--- src/design/cfam_pkg.sv ---
// Package for the custom float add/multiply unit.
// Holds format constants and status codes; no dependencies.
package cfam_pkg;
  localparam int unsigned FracBits = 18;
  localparam int unsigned ExpBits  = 17;
  localparam int unsigned ExpBias  = 30000;

  typedef enum logic [1:0] {
    StOk        = 2'd0,
    StOverflow  = 2'd1,
    StUnderflow = 2'd2
  } status_e;
endpackage

--- src/design/custom_float_add_multiply.sv ---
// Custom float adder/multiplier: sign, EXP_BITS exponent, FRAC_BITS fraction.
// A start transfer passes through stages 1, 2 and 3 and the output register to done_o; one operation per cycle.
// busy is always low: the receiver cannot stall, so nothing holds the pipe.
// Reset (rst_ni low, async) clears only the stage valid bits.
// Depends on cfam_pkg and cfam_mul.
module custom_float_add_multiply #(
  parameter int unsigned FRAC_BITS = cfam_pkg::FracBits,
  parameter int unsigned EXP_BITS  = cfam_pkg::ExpBits,
  parameter int unsigned EXP_BIAS  = cfam_pkg::ExpBias
) (
  input  logic                 clk_i,
  input  logic                 rst_ni,
  input  logic                 start,
  output logic                 busy,
  input  logic                 func_i,
  input  logic                 a_sign_i,
  input  logic [EXP_BITS-1:0]  a_exp_i,
  input  logic [FRAC_BITS-1:0] a_frac_i,
  input  logic                 b_sign_i,
  input  logic [EXP_BITS-1:0]  b_exp_i,
  input  logic [FRAC_BITS-1:0] b_frac_i,
  output logic                 done_o,
  output logic                 r_sign_o,
  output logic [EXP_BITS-1:0]  r_exp_o,
  output logic [FRAC_BITS-1:0] r_frac_o,
  output logic [1:0]           status_o
);
  import cfam_pkg::*;
  localparam int unsigned SW = FRAC_BITS + 1;
  // signed working exponent, wide enough for the sum of two exponents minus the bias
  localparam int unsigned EW = (EXP_BITS > 19) ? EXP_BITS + 3 : 22;
  localparam int unsigned DW = EXP_BITS;
  localparam int unsigned LZW = $clog2(SW + 1);
  localparam logic signed [EW-1:0] EMAX = EW'((1 << EXP_BITS) - 1);

  assign busy = 1'b0;

  // ---------------- stage 1: order, diff, mul exponent
  logic v1_q, f1_q, xs1_q, ys1_q;
  logic [SW-1:0] sx1_q, sy1_q;
  logic [DW-1:0] d1_q;
  logic signed [EW-1:0] e1_q;
  logic [SW-1:0] ma_q, mb_q;

  logic a_big;
  assign a_big = (a_exp_i > b_exp_i) || (a_exp_i == b_exp_i && a_frac_i >= b_frac_i);

  always_ff @(posedge clk_i or negedge rst_ni) begin
    if (!rst_ni) v1_q <= 1'b0;
    else v1_q <= start;
  end

  always_ff @(posedge clk_i) begin
    f1_q  <= func_i;
    ma_q  <= {1'b1, a_frac_i};
    mb_q  <= {1'b1, b_frac_i};
    if (func_i) begin
      xs1_q <= a_sign_i ^ b_sign_i;
      ys1_q <= 1'b0;
      sx1_q <= '0;
      sy1_q <= '0;
      d1_q  <= '0;
      e1_q  <= EW'(a_exp_i) + EW'(b_exp_i) - EW'(EXP_BIAS);
    end else if (a_big) begin
      xs1_q <= a_sign_i; ys1_q <= b_sign_i;
      sx1_q <= {1'b1, a_frac_i}; sy1_q <= {1'b1, b_frac_i};
      d1_q  <= a_exp_i - b_exp_i;
      e1_q  <= EW'(a_exp_i);
    end else begin
      xs1_q <= b_sign_i; ys1_q <= a_sign_i;
      sx1_q <= {1'b1, b_frac_i}; sy1_q <= {1'b1, a_frac_i};
      d1_q  <= b_exp_i - a_exp_i;
      e1_q  <= EW'(b_exp_i);
    end
  end

  // multiplier spans stages 2 and 3
  logic [2*SW-1:0] prod;
  cfam_mul #(.FRAC_BITS(FRAC_BITS)) u_mul (
    .clk_i(clk_i), .a_i(ma_q), .b_i(mb_q), .p_o(prod)
  );

  // ---------------- stage 2: align and add/sub
  logic v2_q, f2_q, s2_sign_q, eff_sub2_q;
  logic [SW:0] s2_q;
  logic signed [EW-1:0] e2_q;
  logic [SW-1:0] sy_al;
  assign sy_al = (32'(d1_q) >= 32'(SW)) ? '0 : (sy1_q >> d1_q);

  always_ff @(posedge clk_i or negedge rst_ni) begin
    if (!rst_ni) v2_q <= 1'b0;
    else v2_q <= v1_q;
  end

  always_ff @(posedge clk_i) begin
    f2_q       <= f1_q;
    s2_sign_q  <= xs1_q;
    eff_sub2_q <= xs1_q ^ ys1_q;
    e2_q       <= e1_q;
    s2_q       <= (xs1_q == ys1_q) ? ({1'b0, sx1_q} + {1'b0, sy_al})
                                   : ({1'b0, sx1_q} - {1'b0, sy_al});
  end

  // ---------------- stage 3: leading-zero count, mul normalize
  logic v3_q, f3_q, sign3_q, zero3_q, sub3_q;
  logic [SW:0] s3_q;
  logic [LZW-1:0] lz3_q;
  logic signed [EW-1:0] e3_q;
  logic [FRAC_BITS-1:0] mf3_q;

  logic [LZW-1:0] lz;
  always_comb begin
    lz = LZW'(SW);
    for (int i = 0; i < SW; i++) begin
      if (s2_q[i]) lz = LZW'(SW - 1 - i);
    end
  end

  always_ff @(posedge clk_i or negedge rst_ni) begin
    if (!rst_ni) v3_q <= 1'b0;
    else v3_q <= v2_q;
  end

  always_ff @(posedge clk_i) begin
    f3_q    <= f2_q;
    sign3_q <= s2_sign_q;
    sub3_q  <= eff_sub2_q;
    zero3_q <= eff_sub2_q && (s2_q == '0);
    s3_q    <= s2_q;
    lz3_q   <= lz;
    mf3_q   <= prod[2*SW-3 -: FRAC_BITS];
    e3_q    <= e2_q;
    // product bump applies only to multiplies
    if (f2_q && prod[2*SW-1]) begin
      mf3_q <= prod[2*SW-2 -: FRAC_BITS];
      e3_q  <= e2_q + EW'(1);
    end
  end

  // ---------------- stage 4: shift, pack
  logic [SW:0] sh;
  logic signed [EW-1:0] en;
  logic [FRAC_BITS-1:0] fn;
  always_comb begin
    sh = s3_q;
    en = e3_q;
    if (f3_q) begin
      fn = mf3_q;
    end else if (!sub3_q && s3_q[SW]) begin
      fn = s3_q[SW-1:1];
      en = e3_q + EW'(1);
    end else if (sub3_q) begin
      sh = s3_q << lz3_q;
      fn = sh[FRAC_BITS-1:0];
      en = e3_q - EW'(lz3_q);
    end else begin
      fn = s3_q[FRAC_BITS-1:0];
    end
  end

  logic done_q, sign_q;
  logic [EXP_BITS-1:0] exp_q;
  logic [FRAC_BITS-1:0] frac_q;
  status_e st_q;

  always_ff @(posedge clk_i or negedge rst_ni) begin
    if (!rst_ni) done_q <= 1'b0;
    else done_q <= v3_q;
  end

  always_ff @(posedge clk_i) begin
    sign_q <= sign3_q;
    if (!f3_q && zero3_q) begin
      sign_q <= 1'b0; exp_q <= '0; frac_q <= '0; st_q <= StUnderflow;
    end else if (en > EMAX) begin
      exp_q <= '1; frac_q <= '1; st_q <= StOverflow;
    end else if (en < 0) begin
      exp_q <= '0; frac_q <= '0; st_q <= StUnderflow;
    end else begin
      exp_q <= en[EXP_BITS-1:0]; frac_q <= fn; st_q <= StOk;
    end
  end

  assign done_o   = done_q;
  assign r_sign_o = sign_q;
  assign r_exp_o  = exp_q;
  assign r_frac_o = frac_q;
  assign status_o = st_q;

`ifndef SYNTHESIS
  a_latency: assert property (@(posedge clk_i) disable iff (!rst_ni)
    start |-> ##4 done_o) else $error("result missing");
  a_no_spurious: assert property (@(posedge clk_i) disable iff (!rst_ni)
    done_o |-> $past(start, 4)) else $error("spurious result");
  a_status: assert property (@(posedge clk_i) disable iff (!rst_ni)
    done_o |-> (status_o != 2'd3)) else $error("bad status");
  a_ovf: assert property (@(posedge clk_i) disable iff (!rst_ni)
    (done_o && status_o == StOverflow) |-> (r_exp_o == '1 && r_frac_o == '1))
    else $error("overflow not saturated");
`endif
endmodule

--- src/design/cfam_mul.sv ---
// Significand multiplier for the float unit, split over two stages.
// Depends on cfam_pkg for format defaults.
module cfam_mul #(
  parameter int unsigned FRAC_BITS = cfam_pkg::FracBits
) (
  input  logic                       clk_i,
  input  logic [FRAC_BITS:0]         a_i,
  input  logic [FRAC_BITS:0]         b_i,
  output logic [2*FRAC_BITS+1:0]     p_o
);
  import cfam_pkg::*;
  localparam int unsigned SW = FRAC_BITS + 1;
  localparam int unsigned HW = SW / 2;
  localparam int unsigned LW = SW - HW;

  // b split into a low and high part; partial products registered, summed next stage
  logic [SW+LW-1:0] pl_q;
  logic [SW+HW-1:0] ph_q;

  always_ff @(posedge clk_i) begin
    pl_q <= (SW+LW)'(a_i) * (SW+LW)'(b_i[LW-1:0]);
    ph_q <= (SW+HW)'(a_i) * (SW+HW)'(b_i[SW-1:LW]);
  end

  assign p_o = (2*SW)'(pl_q) + ((2*SW)'(ph_q) << LW);
endmodule
--- config.mk ---
export PLATFORM = sky130hd
export DESIGN_NAME = custom_float_add_multiply
export DESIGN_NICKNAME = d
export VERILOG_FILES = /design/src/design/cfam_pkg.sv /design/src/design/custom_float_add_multiply.sv /design/src/design/cfam_mul.sv
export SDC_FILE = /design/constraint.sdc
export NUM_CORES = 2
export LEC_CHECK = 0
export BUFFER_PORTS_ARGS = -buffer_cell sky130_fd_sc_hd__buf_2
export CAP_MARGIN = 20
export CORE_MARGIN = 4
export CORE_UTILIZATION = 55
export CTS_CLUSTER_DIAMETER = 200
export CTS_CLUSTER_SIZE = 12
export DETAILED_ROUTE_END_ITERATION = 6
export PLACE_DENSITY_LB_ADDON = 0.3
export SLEW_MARGIN = 20
export SYNTH_ARGS = -nofsm -noshare
export SYNTH_HDL_FRONTEND = slang
export SYNTH_SLANG_ARGS = --single-unit
--- constraint.sdc ---
create_clock -name clk_i -period 8.1 [get_ports clk_i]
set_clock_uncertainty 0.2 [all_clocks]
set_input_delay 0 -clock clk_i [delete_from_list [all_inputs] [get_ports clk_i]]
set_output_delay 0 -clock clk_i [all_outputs]
set_load 0.03 [all_outputs]
==> run_results.csv <==
group,metric,value,unit
synthesis,seq_area_frac_synth,0.234,
cts,cts_tree,"built",
grt,grt_pass1_wl,112000,um
route,vias_per_cell,5.73,
sta,final_max_slew_viol_count,0,
min_path,min-delay-start,"a_exp_i[12]",
pwr,pwr_density_cell,304,nW/um2
sta,hold_ws,0.0308,ns
sta,timing.fmax,0.153,GHz
critical_path,cp.required,8.40,ns
cts,cts.reportedPaths.clkPinSlew,0.08,ns
finish,nets,3777,
floorplanning,core,47900,um2
cts,cts-buffers-inserted,29,
outcome,violations,"design-rule violations",
synthesis,netlist_top_cells_count,"349 x inv_1, 308 x dfxtp_1, 297 x nand2_1",
cts,clock_sinks,312,
route,wl_met1,30600,um
synthesis,synthTopCellsByArea,"dfxtp_1 23%, fa_1 19%, ha_1 11%, inv_1 4.9%, and2_1 4.3%",
cts,cts.repair_timing.setup_buffer_count,0,
critical_path,start_kind,"flip-flop",
critical_path,path_max_fanout,19,
critical_path,worst_r2r_path_depth,20,
synthesis,synth.most_common_cell,"inv_1",
sta,setup-tns-final,0,ns
synthesis,synth_cell_types,83,
route,wl_met3,5060,um
sta,max_slew_margin,0.365,
placed_design,port_buffers,114,
grt,grt-ovfl-total,0,
cts,cts_resized,0,
floorplanning,die_w,229,um
synthesis,ys_async_sr_fraction,0.0128,
min_path,min_to,"d1_q[13]$_SDFF_PP0_",
sta,hold_viol,0,
sta,worstMarginPinSlew,0.951,ns
route,drtAntennaViolNets,0,
grt,grt_util_all_layers,0.255,
critical_path,arrival,6.83,ns
grt,antenna_found_initial,0,
synthesis,synth_top_area_cell,"dfxtp_1",
critical_path,cp-end-kind,"flip-flop",
sta,rsz0062_at_grt,"no",
finish,drive_above_1_share,0.0690,
sta,min_period_over_period,0.806,
synthesis,ys_dominant_reg_cell,"dfxtp_1",
placed_design,gp_congestion,0.926,
finish,synthToLayoutAreaGrowth,11.5,%
flow_run,max_cap_violations,0,
synthesis,synth_nets,3600,
cts,postCtsHoldBufs,139,
synthesis,synth_edf_count,0,
sta,finalCriticalPeriod,6.53,ns
critical_path,reg2reg_slack,1.57,ns
route,routed-wl-met2,30400,um
placed_design,dp_hpwl,50400,um
cts,clk_latency,0.60,ns
route,dr.pass1.iters,7,
synthesis,synth_top_area_frac,0.230,
critical_path,rr_startpoint,"ma_q[7]$_DFF_P_",
route,routed_wl,67500,um
cts,clockBufferDepth,3,
synthesis,ys_warn_count,0,
min_path,worst_hold_path_type,"input port to flip-flop",
floorplanning,initial_core_util,0.559,
floorplanning,die_h,229,um
cts,cts_max_level,1,
route,routed.top_layer,"met4",
synthesis,syn_avg_cell_area,8.85,um2
floorplanning,rows,80,
grt,grt_start_max_net_pins,90,
synthesis,syn_inst,3027,
synthesis,post_synth_instance_area,26800,um2
route,drtIter0Drc,1413,
route,via_count,21879,
outcome,status,"finished, violations left",
critical_path,r2r-end,"u_mul.pl_q[27]$_DFF_P_",
floorplanning,io_pins,116,
sta,final-setup-viol-count,0,
min_path,holdPathStages,7,
route,wire_per_inst,17.7,um
critical_path,path_class,"flip-flop to flip-flop",
route,post-route-drc-count,2,
synthesis,ys_ff_latch,312,
grt,grt_pass1_vias,22007,
cts,cts-root-buf,"clkbuf_16",
pwr,ir_drop,0.203,mV
floorplanning,dieArea,52300,um2
pwr,p_leak,13.8,nW
## logic make-up (layout without fill, tap and decap cells)
kind of cell / Yosys count / after routing / synth area share
AOI/OAI and AO/OA: 528 / 528 / 0.122
xor gates and xnor gates: 126 / 126 / 0.0412
and+or+nand+nor: 980 / 980 / 0.177
DFF: 312 / 312 / 0.234
muxes: 108 / 108 / 0.0523
buffers and inverters: 475 / 653 / 0.0685
adders and majority gates: 497 / 497 / 0.304
other: 1 / 2 / 0.000140
## power by group
part	internal (mW)	total, mW	switching, mW
clock	0.634	1.20	0.566
combinational	2.38	5.55	3.17
sequential	2.00	2.34	0.347
## worst max-delay path, stage by stage, from the launching register on
cell       delay [ns]
dfxtp_1          0.76
nand2_1          0.18
fa_1             0.57
inv_1            0.06
fa_1             0.49
inv_1            0.05
fa_1             0.49
fa_1             0.49
inv_1            0.05
fa_1             0.45
ha_1             0.28
o21ai_0          0.06
o21ai_0          0.24
o2111ai_1        0.30
o211a_1          0.37
o21a_1           0.23
a21boi_0         0.27
o21ai_0          0.15
a21boi_0         0.33
o21ai_0          0.14
a221oi_1         0.27
## state kept, by name, summed over array words and instances (netlist names), 5 cells and up
signal      flops
d1_q           17
e1_q           19
e2_q           19
e3_q           22
lz3_q           5
ma_q           18
mb_q           18
mf3_q          18
r_exp_o        17
r_frac_o       18
s2_q           20
s3_q           20
sx1_q          19
sy1_q          18
u_mul.ph_q     28
u_mul.pl_q     19
## per-layer routing
metal / track usage / up-vias
met5: 0 / -
met4: 0.0620 / 0
met3: 0.0426 / 122
met2: 0.409 / 829
met1: 0.364 / 10517
li1: - / 10411
## how the worst max path moves through the flow
stage                         start                     end  slack [ns]  cells past startpoint
floorplan           mb_q[1]$_DFF_P_  u_mul.pl_q[27]$_DFF_P_        2.21                     22
global placement    ma_q[7]$_DFF_P_  u_mul.pl_q[27]$_DFF_P_        1.80                     20
detailed placement  ma_q[7]$_DFF_P_  u_mul.pl_q[27]$_DFF_P_        1.64                     20
CTS                 ma_q[7]$_DFF_P_  u_mul.pl_q[27]$_DFF_P_        1.59                     20
global route        ma_q[6]$_DFF_P_  u_mul.pl_q[27]$_DFF_P_        1.19                     20
finish              ma_q[7]$_DFF_P_  u_mul.pl_q[27]$_DFF_P_        1.57                     20
## layout make-up
cell class                 instances  area, um2
antenna                            1       2.50
clock buffer                      31        733
clock inverter                     1       20.0
fill                            3915      18100
inverter                         355       1330
multi-input combinational       2240      18700
sequential                       312       6270
tap                              615        769
timing repair buffer             266       2060
## through the flow
stage / power (mW) / setup slack, ns / cell area, um2 / instances / utilization
2_1_floorplan: 6.40 / 2.21 / 26800 / 3027 / -
3_3_place_gp: 7.58 / 1.80 / 27700 / 3649 / 0.578
3_5_place_dp: 7.76 / 1.64 / 27700 / 3649 / 0.578
4_1_cts: 9.07 / 1.59 / 29900 / 3820 / 0.623
5_1_grt: 9.94 / 1.19 / 29900 / 3820 / 0.623
6_report: 9.09 / 1.57 / 29900 / 3821 / 0.623
## cells in the final DEF (no fill, tap or decap), types with 21 or more instances in the layout
| cell | instances |
|---|---|
| and3_1 | 27 |
| dlygate4sd3_1 | 139 |
| nand2b_1 | 21 |
| mux4_2 | 24 |
| xor2_1 | 27 |
| a21oi_1 | 200 |
| nand2_1 | 297 |
| buf_2 | 114 |
| ha_1 | 239 |
| a21o_1 | 25 |
| mux2i_1 | 67 |
| inv_1 | 349 |
| nor3_1 | 55 |
| fa_1 | 258 |
| dfxtp_1 | 307 |
| nand3_1 | 50 |
| o21a_1 | 22 |
| a31oi_1 | 25 |
| nor2_1 | 227 |
| o21ai_0 | 108 |
| clkbuf_16 | 29 |
| and2_1 | 185 |
| xnor2_1 | 99 |
| nor2b_1 | 31 |
| nand4_1 | 28 |
(Power assumes the default switching activity.)
